[config.mk]
export PLATFORM = sky130hd
export DESIGN_NAME = hhq_queue
export DESIGN_NICKNAME = d
export VERILOG_FILES = /design/src/hdl/hhq_pkg.sv /design/src/hdl/hhq_queue.sv
export VERILOG_INCLUDE_DIRS = /design/src /design/src/hdl
export SDC_FILE = /design/constraint.sdc
export NUM_CORES = 1
export LEC_CHECK = 0
export BUFFER_PORTS_ARGS = -buffer_cell sky130_fd_sc_hd__buf_2
export CAP_MARGIN = 20
export CORE_UTILIZATION = 57
export CTS_BUF_LIST = sky130_fd_sc_hd__clkbuf_4 sky130_fd_sc_hd__clkbuf_8
export CTS_CLUSTER_DIAMETER = 50
export DETAILED_ROUTE_END_ITERATION = 10
export GPL_TIMING_DRIVEN = 0
export PLACE_DENSITY = 0.79
export SLEW_MARGIN = 10
export SYNTH_ARGS = -nofsm -noshare
export SYNTH_HDL_FRONTEND = slang
export SYNTH_SLANG_ARGS = --single-unit
[constraint.sdc]
create_clock -name clk -period 16.8 [get_ports clk]
set_input_delay 1.68 -clock clk [delete_from_list [all_inputs] [get_ports clk]]
set_output_delay 1.68 -clock clk [all_outputs]
set_load 0.02 [all_outputs]
[src/hdl/heightmap_height_query_macros.svh]
// Assertion helpers shared by the queue and back-end RTL files.
`ifndef HEIGHTMAP_HEIGHT_QUERY_MACROS_SVH
`define HEIGHTMAP_HEIGHT_QUERY_MACROS_SVH

// Same-cycle implication, checked out of reset.
`define HHQ_ASSERT_NOW(lbl, ante, cons) \
  lbl: assert property (@(posedge clk) disable iff (!rst_n) (ante) |-> (cons)) \
    else $error("hhq assertion failed");

// Next-cycle implication, checked out of reset.
`define HHQ_ASSERT_NEXT(lbl, ante, cons) \
  lbl: assert property (@(posedge clk) disable iff (!rst_n) (ante) |=> (cons)) \
    else $error("hhq assertion failed");

`endif

[src/hdl/hhq_pkg.sv]
package hhq_pkg;

  localparam int MaxDim  = 256;
  localparam int DimW    = 9;
  localparam int AddrW   = 16;
  localparam int DataW   = 32;
  localparam int FracW   = 16;
  localparam int CfgIdxW = 3;
  localparam int QDepth  = 4;

  typedef enum logic [CfgIdxW-1:0] {
    REG_GRID_WIDTH = 3'd0,
    REG_GRID_DEPTH = 3'd1,
    REG_ORIGIN_X   = 3'd2,
    REG_ORIGIN_Y   = 3'd3,
    REG_ORIGIN_Z   = 3'd4,
    REG_CPU_X      = 3'd5,
    REG_CPU_Z      = 3'd6,
    REG_Z_UP       = 3'd7
  } cfg_reg_t;

  typedef enum logic {
    CMD_WRITE = 1'b0,
    CMD_QUERY = 1'b1
  } cmd_t;

  typedef struct packed {
    logic [DimW-1:0]         grid_width;
    logic [DimW-1:0]         grid_depth;
    logic signed [DataW-1:0] origin_x;
    logic signed [DataW-1:0] origin_y;
    logic signed [DataW-1:0] origin_z;
    logic [DataW-1:0]        cpu_x;
    logic [DataW-1:0]        cpu_z;
    logic                    z_up;
  } cfg_t;

  // One classified request travelling from front to back.
  typedef struct packed {
    logic                    is_query;
    logic [AddrW-1:0]        widx;
    logic signed [DataW-1:0] wval;
    logic signed [DataW-1:0] px;
    logic signed [DataW-1:0] py;
    logic signed [DataW-1:0] pz;
    logic                    in_cell;
    logic                    sel_up;
    logic [FracW-1:0]        fx;
    logic [FracW-1:0]        fz;
    logic [AddrW-1:0]        a00;
    logic [AddrW-1:0]        a11;
    logic [AddrW-1:0]        acr;
  } q_item_t;

endpackage

[src/hdl/hhq_queue.sv]
module hhq_queue (
  input  logic             clk,
  input  logic             rst_n,
  input  logic             push,
  input  hhq_pkg::q_item_t din,
  output logic             full,
  input  logic             pop,
  output hhq_pkg::q_item_t dout,
  output logic             empty
);
  import hhq_pkg::*;
  `include "heightmap_height_query_macros.svh"

  localparam int PtrW = $clog2(QDepth);
  localparam int CntW = $clog2(QDepth + 1);

  q_item_t         buf_r [QDepth];
  logic [PtrW-1:0] wp_r, rp_r;
  logic [CntW-1:0] cnt_r;

  assign full  = (cnt_r == CntW'(QDepth));
  assign empty = (cnt_r == '0);
  assign dout  = buf_r[rp_r];

  // pointers and fill count
  always_ff @(posedge clk) begin
    if (!rst_n) begin
      wp_r  <= '0;
      rp_r  <= '0;
      cnt_r <= '0;
    end else begin
      if (push) wp_r <= wp_r + PtrW'(1);
      if (pop)  rp_r <= rp_r + PtrW'(1);
      cnt_r <= cnt_r + CntW'(push) - CntW'(pop);
    end
  end

  // storage
  always_ff @(posedge clk) begin
    if (push) buf_r[wp_r] <= din;
  end

  `HHQ_ASSERT_NOW(a_cnt_bound, 1'b1, cnt_r <= CntW'(QDepth))
  `HHQ_ASSERT_NOW(a_no_push_full, push, !full)
  `HHQ_ASSERT_NOW(a_no_pop_empty, pop, !empty)
  `HHQ_ASSERT_NEXT(a_cnt_inc, push && !pop, cnt_r == $past(cnt_r) + CntW'(1))

endmodule

==> summary.txt, run 1 <==
Run status
  • Outcome: complete, no violations

GRT
  • Grt ovf: 0
  • Total global-route track usage: 22.8%
  • Largest net degree at the start of global routing: 52
  • Antenna violations before repair: 27
  • First-pass GRT wire length: 98.2 mm
  • Vias in the first global route: 16500

Cells and area
  • Most common cell after layout, fill and taps aside: edfxtp_1
  • Fillers: 3242
  • Area occupied by multi-input gates: 0.00536 mm²
  • Final nets: 2084
  • Fin cells: 2725
  • Layout area overhead: 19.7%
  • Most frequent cells in the layout: edfxtp_1, buf_2, mux4_2, clkbuf_8, clkbuf_4
  • Register area: 0.0274 mm²
  • Share of cells above drive strength 1: 49.7%

STA
  • Slew @ Worst Pin: 0.797 ns
  • Clock skew: 0.0315 ns
  • Min Tclk post-route: 4.44 ns
  • Fin. Hold Viols: 0
  • RSZ-0062 raised after global routing: no
  • Final setup viols: 0
  • FMAX: 0.225 GHz
  • Setup tns final: 0 ns
  • Period utilisation layout: 26.4%
  • Fin. max-slew vios: 0
  • Slew HR: 46.9%

Detailed routing
  • Routed vias/inst: 5.62
  • Drt initial violations: 1017
  • DR WL/cell: 24.2 µm
  • Post-DRT Antenna Nets: 0
  • Total wire length: 66.1 mm
  • DR pass1 iterations: 5
  • Vias: 15300
  • DRC viols: 0

Yosys
  • Mean Syn Cell Area: 27.0 µm²
  • Total number of yosys warnings: 0
  • Async SR Flop Fraction: 0%
  • Synth top area share: 82.4%
  • #FFs+latches synth: 917
  • Top cells by area, synth: edfxtp_1, mux4_2, dfxtp_1, buf_2, buf_4
  • Netlist Area Pre-Place: 0.0331 mm²
  • Post-synth top area cell: edfxtp_1
  • Post-synthesis cell count: 1228
  • Post-synthesis sequential area ratio: 82.9%
  • Post-synth cell types: 21
  • Synth Flop Type: edfxtp_1
  • Post-synth EDFFs: 908
  • Net Count, Synth: 1466

Placement
  • PortBufs: 459
  • Placed cell count: 2460
  • Routability Congestion: 0.752
  • Final HPWL DP: 42.8 mm

Setup path
  • Reg2Reg Launch Point: wp_r[1]
  • CP Cell Sequence: buf_2, buf_2, buf_2, mux4_2, buf_2
  • Crit path kind: register to output port
  • CP required: 15.12 ns
  • CP Launch Type: register
  • Worst path max stage delay: 0.39 ns
  • CP Data Arrival Time: 2.76 ns
  • Slowest CP cell: buf_2
  • Nature of the critical path endpoint: output port
  • Worst Path Max Fanout: 10
  • Critical Path Most Common Cell: buf_2

Hold path
  • Worst min path class: register to register
  • Hold_sp: rp_r[0]

Clock tree
  • Root Buffer: clkbuf_8
  • H-tree depth: 4
  • CTS tree: done
  • Setup Buffers After CTS: 0
  • Worst-path clk slew: 0.06 ns
  • TritonCTS sink count: 917
  • CTS buffer count: 140
  • Post_cts resized: 0
  • Maximum clock insertion buffer count: 3
  • Hold-fix buffer count after cts: 0
  • Latest clock arrival within the worst-skew pair: 0.79 ns

Floorplanning
  • Die H: 243 µm
  • Initial core utilization: 58.2%
  • Die area: 0.0591 mm²
  • Ports: 460
  • Core ar.: 0.0569 mm²
  • Row count: 87
  • Die width: 243 µm

Run
  • Max-cap violations: 0

Power and ir drop
  • Max VDD drop: 0.000102 V
  • Power per cell area: 126 mW/mm²
  • Lkg Pwr: 13.5 nW
## metrics by stage
step / utilization (%) / area (µm²) / worst slack [ns] / hold WS, ns / power (W)
6_report: 69.6 / 39600 / 12.36 / 0.556 / 0.00501
5_1_grt: 69.6 / 39600 / 12.19 / 0.586 / 0.00518
4_1_cts: 69.5 / 39600 / 12.19 / 0.564 / 0.00506
3_5_place_dp: 64.7 / 36800 / 12.87 / 0.553 / 0.00326
3_3_place_gp: 63.9 / 36400 / 5.18 / 0.521 / 0.00327
2_1_floorplan: - / 33100 / 9.37 / 0.499 / 0.00306
## worst max-delay path, delay by kind of cell, from the launching register on
kind     cells  cell delay, ns
flops        1            0.33
buf+inv      4            1.25
mux          1            0.39
## layer usage
metal	global-route usage [%]	wire (µm)	vias up
li1	-	-	6642
met1	27.1	23800	7910
met2	37.3	34100	579
met3	9.33	6290	146
met4	9.03	1680	28
met5	0	205	-
## state kept, by name (all words and copies together) (netlist names), named ones only
register,count
rp_r,2
buf_r,908
wp_r,2
cnt_r,3
## report_power, final
| part | total (W) | internal, W | switching (W) |
|---|---|---|---|
| Combinational | 0.000553 | 0.000221 | 0.000332 |
| Sequential | 0.00266 | 0.00263 | 0.0000242 |
| Clock | 0.00180 | 0.000985 | 0.000820 |
## final cells by class
type / instances / share of cell area, %
multi-input cells: 254 / 13.5
diodes: 15 / 0.0947
flip-flops and latches: 917 / 69.3
inverters: 7 / 0.0663
clock inverters: 57 / 1.08
clock buffers: 193 / 5.91
repair buffers: 476 / 6.96
well taps: 756 / 2.39
plain buffers: 50 / 0.726
## synthesized netlist by cell type (2+ instances only)
library cell	count
and2_1	6
dfxtp_1	9
ha_1	6
clkbuf_1	3
edfxtp_1	908
buf_6	4
inv_1	7
buf_4	10
buf_2	26
nor2_1	5
mux4_2	227
buf_1	7
xnor2_1	2
## worst paths after layout
check                  end  slack, ns  cells past startpoint
max              dout[124]      12.36                      5
min               register       0.56                      2
max reg2reg  buf_r[1][118]      14.18                      6
min reg2reg       register       0.56                      2
## cells by family after synthesis
kind of cell | share of synthesized area [%]
adder cells (fa/ha/maj) | 0.287
buffers and inverters | 0.949
multiplexers | 15.5
AO/OA/AOI/OAI | 0.0453
AND/OR/NAND/NOR | 0.227
XOR/XNOR | 0.125
flip-flops | 82.9
No activity file was read; power rests on OpenSTA's default activity.
==> inputs of run 2 (changes only) <==
- ABC_AREA: not set -> 1
- clock period: 16.8 -> 4.45 ns (I/O delays scaled with it)
==> run 2 against run 1 <==
Synthesized cell count increased by 120%. Largest power group unchanged. Count of clock-buffer cells in the layout fell by 2. Via count up 64%. Critical path depth grew 1. Register-to-register slack lost 13 ns. Final cell count increased by 66%. Highest routed layer unchanged. Worst hold slack lost 0.14 ns.
==> summary.txt, run 2 <==
Run status
  • Outcome: complete, no violations

Yosys
  • Async SR Flop Fraction: 0%
  • Synth top area share: 75.6%
  • Post-synth EDFFs: 908
  • Top cells by area, synth: edfxtp_1, inv_1, nand2_1, o211ai_1, a21oi_1
  • Synth Flop Type: edfxtp_1
  • Count leader, synth: edfxtp_1
  • Net Count, Synth: 2941
  • Post-synth cell types: 18
  • Mean Syn Cell Area: 13.3 µm²
  • Post-synth top area cell: edfxtp_1
  • Netlist Area Pre-Place: 0.0361 mm²
  • #FFs+latches synth: 917
  • Commonest cells post-synth: edfxtp_1, inv_1, nand2_1, a21oi_1, o21ai_0
  • Post-synthesis sequential area ratio: 76.1%
  • Total number of yosys warnings: 0
  • Post-synthesis cell count: 2703

Placement
  • Area post-placement: 0.0401 mm²
  • Final HPWL DP: 60.2 mm
  • PortBufs: 459
  • Routability Congestion: 0.840

STA
  • Clock skew: 0.0319 ns
  • Setup tns final: 0 ns
  • Period utilisation layout: 70.4%
  • Slew @ Worst Pin: 0.802 ns
  • Fin. max-slew vios: 0
  • Min Tclk post-route: 3.13 ns
  • Fin. Hold Viols: 0
  • Final setup viols: 0
  • FMAX: 0.319 GHz
  • Slew HR: 46.4%
  • RSZ-0062 raised after global routing: no

Floorplanning
  • Die width: 254 µm
  • Core ar.: 0.0622 mm²
  • Die area: 0.0643 mm²
  • Row count: 91
  • Die H: 254 µm
  • Initial core utilization: 58.0%
  • Ports: 460

Cells and area
  • Utilization after layout: 72.8%
  • Register area: 0.0274 mm²
  • Most frequent cells in the layout: edfxtp_1, buf_2, inv_1, nand2_1, a21oi_1
  • Fillers: 3775
  • Biggest regs: buf_r (908), cnt_r (3)
  • Area occupied by multi-input gates: 0.00604 mm²
  • Most common cell after layout, fill and taps aside: edfxtp_1
  • Share of cells above drive strength 1: 22.8%
  • Max reg flops: 908
  • Post-Layout Inst Area: 0.0452 mm²
  • Largest Register: buf_r
  • Final nets: 3811
  • Layout area overhead: 25.4%

Hold path
  • Hold Path Depth: 2
  • Worst min path class: input port to register

Clock tree
  • TritonCTS sink count: 917
  • CTS tree: done
  • Worst-path clk slew: 0.07 ns
  • Setup Buffers After CTS: 0
  • Post_cts resized: 0
  • CTS buffer count: 145
  • Root Buffer: clkbuf_8
  • Latest clock arrival within the worst-skew pair: 0.78 ns
  • Maximum clock insertion buffer count: 3
  • H-tree depth: 4

GRT
  • Total global-route track usage: 30.1%
  • Antenna violations before repair: 16
  • Vias in the first global route: 26000
  • Grt ovf: 0
  • Largest net degree at the start of global routing: 33
  • First-pass GRT wire length: 145 mm

Detailed routing
  • DR pass1 iterations: 6
  • Post-DRT Antenna Nets: 0
  • Vias: 25100
  • Drt initial violations: 2311
  • DRC viols: 0
  • DR WL/cell: 21.5 µm
  • Total wire length: 97.3 mm
  • Routed vias/inst: 5.56

Setup path
  • Critical Path Most Common Cell: buf_2
  • CP Cell Sequence: buf_2, buf_2, clkbuf_1, o21ai_0, nand2_1, buf_2
  • Nature of the critical path endpoint: output port
  • Slowest CP cell: clkbuf_1
  • Crit path kind: register to output port
  • CP required: 4.01 ns
  • Worst path max stage delay: 0.46 ns
  • CP Launch Type: register
  • CP Data Arrival Time: 2.69 ns
  • R2R depth: 8
  • Worst Path Max Fanout: 10

Run
  • Max-cap violations: 0

Power and ir drop
  • Power per cell area: 428 mW/mm²
  • Lkg Pwr: 17.9 nW
  • Max VDD drop: 0.000296 V
  • Total power: 0.0194 W
## run 2: cells by family (layout without fill, tap and decap cells)
family / after synthesis / in the layout / share of synthesized area [%]
adder cells (fa/ha/maj): 7 / 7 / 0.264
flip-flops: 917 / 917 / 76.1
AND/OR/NAND/NOR: 468 / 468 / 4.88
AO/OA/AOI/OAI: 691 / 691 / 11.6
buffers and inverters: 620 / 1588 / 7.19
other: 0 / 13 / 0
## run 2: per-layer routing
| metal | track usage (%) | up-vias | wire [µm] |
|---|---|---|---|
| met5 | 0 | - | 37 |
| met4 | 15.8 | 6 | 4590 |
| met1 | 35.8 | 12200 | 35500 |
| li1 | - | 11200 | - |
| met2 | 50.9 | 1389 | 48700 |
| met3 | 7.37 | 309 | 8400 |
## run 2: through the flow
stage | setup slack [ns] | std cells | hold slack (ns)
final | 1.32 | 4521 | 0.415
after global routing | 1.08 | 4519 | 0.373
after CTS | 1.15 | 4508 | 0.336
after detailed placement | 1.61 | 4032 | 0.462
after global placement | -2.95 | 3999 | 0.448
after floorplan | -0.0110 | 2703 | 0.436
## run 2: layout make-up
| class | count | area share (%) |
|---|---|---|
| antenna | 13 | 0.0719 |
| buffer | 151 | 1.84 |
| clock buffer | 191 | 5.28 |
| clock inverter | 54 | 0.827 |
| inverter | 469 | 3.92 |
| multi-input combinational | 1166 | 13.3 |
| sequential | 917 | 60.7 |
| tap | 837 | 2.31 |
| timing repair buffer | 723 | 11.7 |
## run 2: worst max-delay path, delay by kind of cell, from the launching register on
kind	cells	cell delay, ns
AND/OR/NAND/NOR	1	0.11
buffers and inverters	4	1.25
flip-flops	1	0.31
AO/OA/AOI/OAI	1	0.21
## run 2: where the power goes
part           total [W]  switching [W]  internal, W
clock network    0.00694        0.00322      0.00372
registers        0.00998      0.0000897      0.00989
logic            0.00246        0.00167     0.000789
## run 2: worst paths after layout
path	end	slack (ns)	startpoint
max	dout[170]	1.32	register
max reg2reg	buf_r[0][111]	1.65	wp_r[0]
min	buf_r[2][24]	0.41	din[24]
min reg2reg	register	0.44	rp_r[1]
## run 2: what timing repair did
item	CTS	global route
hold endpoints to repair	917	0
setup endpoints to repair	0	0
hold buffers	231	0
==> inputs of run 3 (changes only) <==
- ABC_AREA: 1 -> 0
- CORE_UTILIZATION: 57 -> 53
- PLACE_DENSITY: 0.79 -> 0.77
- clock period: 4.45 -> 2.8 ns (I/O delays scaled with it)
==> run 3 against run 2 <==
Sequential power rose by 59%. Worst setup slack lost 1.2 ns. Count of clock-buffer cells in the layout is 8 higher. Flip-flop and latch count is the same. Design area shrank 6.8%. Register-to-register slack got worse by 1.2 ns.
==> summary.txt, run 3 (synthesized netlist as in run 1, its figures left out) <==
STA
  • Min Tclk post-route: 2.65 ns
  • Fin. max-slew vios: 0
  • RSZ-0062 raised after global routing: yes
  • FMAX: 0.377 GHz
  • Slew HR: 47.4%
  • Slew @ Worst Pin: 0.790 ns
  • Fin. Hold Viols: 0
  • Setup tns final: 0 ns
  • Period utilisation layout: 94.7%
  • Final setup viols: 0
  • Clock skew: 0.0339 ns
  • Worst Setup Slack, final: 0.149 ns

GRT
  • M2 GR Usage: 38.9%
  • Antenna violations before repair: 11
  • Vias in the first global route: 18000
  • Met1 usage: 26.7%
  • Busiest grt layer: met2
  • Total global-route track usage: 22.8%
  • Largest net degree at the start of global routing: 53
  • Grt ovf: 0
  • GRT met3 Usage: 7.63%
  • First-pass GRT wire length: 107 mm

Floorplanning
  • Core ar.: 0.0617 mm²
  • Die H: 252 µm
  • Die area: 0.0635 mm²
  • Initial core utilization: 53.7%
  • Ports: 460
  • Die width: 252 µm
  • Row count: 91

Clock tree
  • H-tree depth: 4
  • TritonCTS sink count: 917
  • Root Buffer: clkbuf_8
  • CTS tree: done
  • Maximum clock insertion buffer count: 3
  • CTS buffer count: 146
  • Worst-path clk slew: 0.05 ns
  • Latest clock arrival within the worst-skew pair: 0.76 ns

Cells and area
  • Max reg flops: 908
  • Biggest regs: buf_r (908), cnt_r (3)
  • Share of cells above drive strength 1: 44.8%
  • Most frequent cells in the layout: edfxtp_1, buf_2, dlygate4sd3_1, mux4_2, clkbuf_8
  • Fin cells: 3031
  • Largest Register: buf_r
  • Most common cell after layout, fill and taps aside: edfxtp_1
  • Register area: 0.0274 mm²
  • Fillers: 3725
  • Area occupied by multi-input gates: 0.00536 mm²
  • Final nets: 2323
  • Layout area overhead: 27.3%

Placement
  • PortBufs: 459
  • Placed cell count: 2543
  • Final HPWL DP: 42.2 mm
  • Place WS: 0.435 ns
  • Routability Congestion: 0.758

Power and ir drop
  • Max VDD drop: 0.000570 V
  • Lkg Pwr: 14.5 nW
  • Power per cell area: 723 mW/mm²

Detailed routing
  • DRC viols: 0
  • DR pass1 iterations: 5
  • Vias: 16600
  • Post-DRT Antenna Nets: 0
  • Routed vias/inst: 5.46
  • Total wire length: 72.2 mm
  • Drt initial violations: 1117
  • DR WL/cell: 23.8 µm

Setup path
  • CP Launch Type: register
  • Nature of the critical path endpoint: output port
  • Crit path kind: register to output port
  • CP required: 2.52 ns
  • CP Data Arrival Time: 2.37 ns
  • Worst Path Max Fanout: 10

Run status
  • Outcome: complete, no violations

Hold path
  • Worst min path class: input port to register

Run
  • Max-cap violations: 0
## run 3: changes by cell type in the layout (fill, tap and decap cells not counted), sizes merged, moves of 23 or more
cell and delta:
buf -84, clkbuf -23, o211ai -227, o21ai -231, mux4 +227, nand2 -464
inv -458, a21oi -232
## run 3: worst paths after layout
check                           startpoint  cells past startpoint            end  slack [ns]
worst max register to register     wp_r[0]                      5  buf_r[2][119]        0.46
worst max-delay path              register                      4       dout[11]        0.15
worst min register to register     rp_r[0]                      2       register        0.54
worst min-delay path               din[32]                      2   buf_r[0][32]        0.27
## run 3: critical path, cell delays in order, from the launching register on
cell and delay, ns:
dfxtp_1 0.37, buf_8 0.19, buf_4 0.28, mux4_2 0.60, buf_2 0.20
## run 3: through the flow
step	hold WS (ns)	instance area [µm²]	utilization [%]	total power [W]
detailed placement	0.496	36900	59.8	0.0196
floorplan	0.379	33100	-	0.0182
finish	0.273	42100	68.3	0.0305
CTS	0.180	42100	68.2	0.0306
global placement	0.489	36500	59.1	0.0194
global route	0.233	42100	68.3	0.0315
## run 3: power by group
group	internal, W	switching (W)	total (W)
registers	0.0158	0.000154	0.0159
clock network	0.00584	0.00503	0.0109
logic	0.00157	0.00209	0.00367
## run 3: area by class of cell
| cell class | count | share of cell area [%] |
|---|---|---|
| Antenna cell | 7 | 0.0416 |
| Clock inverter | 51 | 0.745 |
| Timing Repair Buffer | 709 | 12.1 |
| Tap cell | 837 | 2.48 |
| Sequential cell | 917 | 65.1 |
| Buffer | 50 | 0.962 |
| Inverter | 7 | 0.0623 |
| Clock buffer | 199 | 5.82 |
| Multi-Input combinational cell | 254 | 12.7 |
## run 3: timing repair
action / 4_1_cts / 5_1_grt
setup endpoints to repair: 220 / 152
hold buffers: 231 / 0
resized for setup: 32 / 13
endpoints found under the hold margin: 917 / 0
buffers inserted: 0 / 0
## run 3: per-layer routing
| metal | vias to the layer above | wire (µm) |
|---|---|---|
| met5 | - | 51 |
| met4 | 8 | 2030 |
| met3 | 148 | 6190 |
| met2 | 762 | 38000 |
| met1 | 8542 | 25900 |
| li1 | 7094 | - |
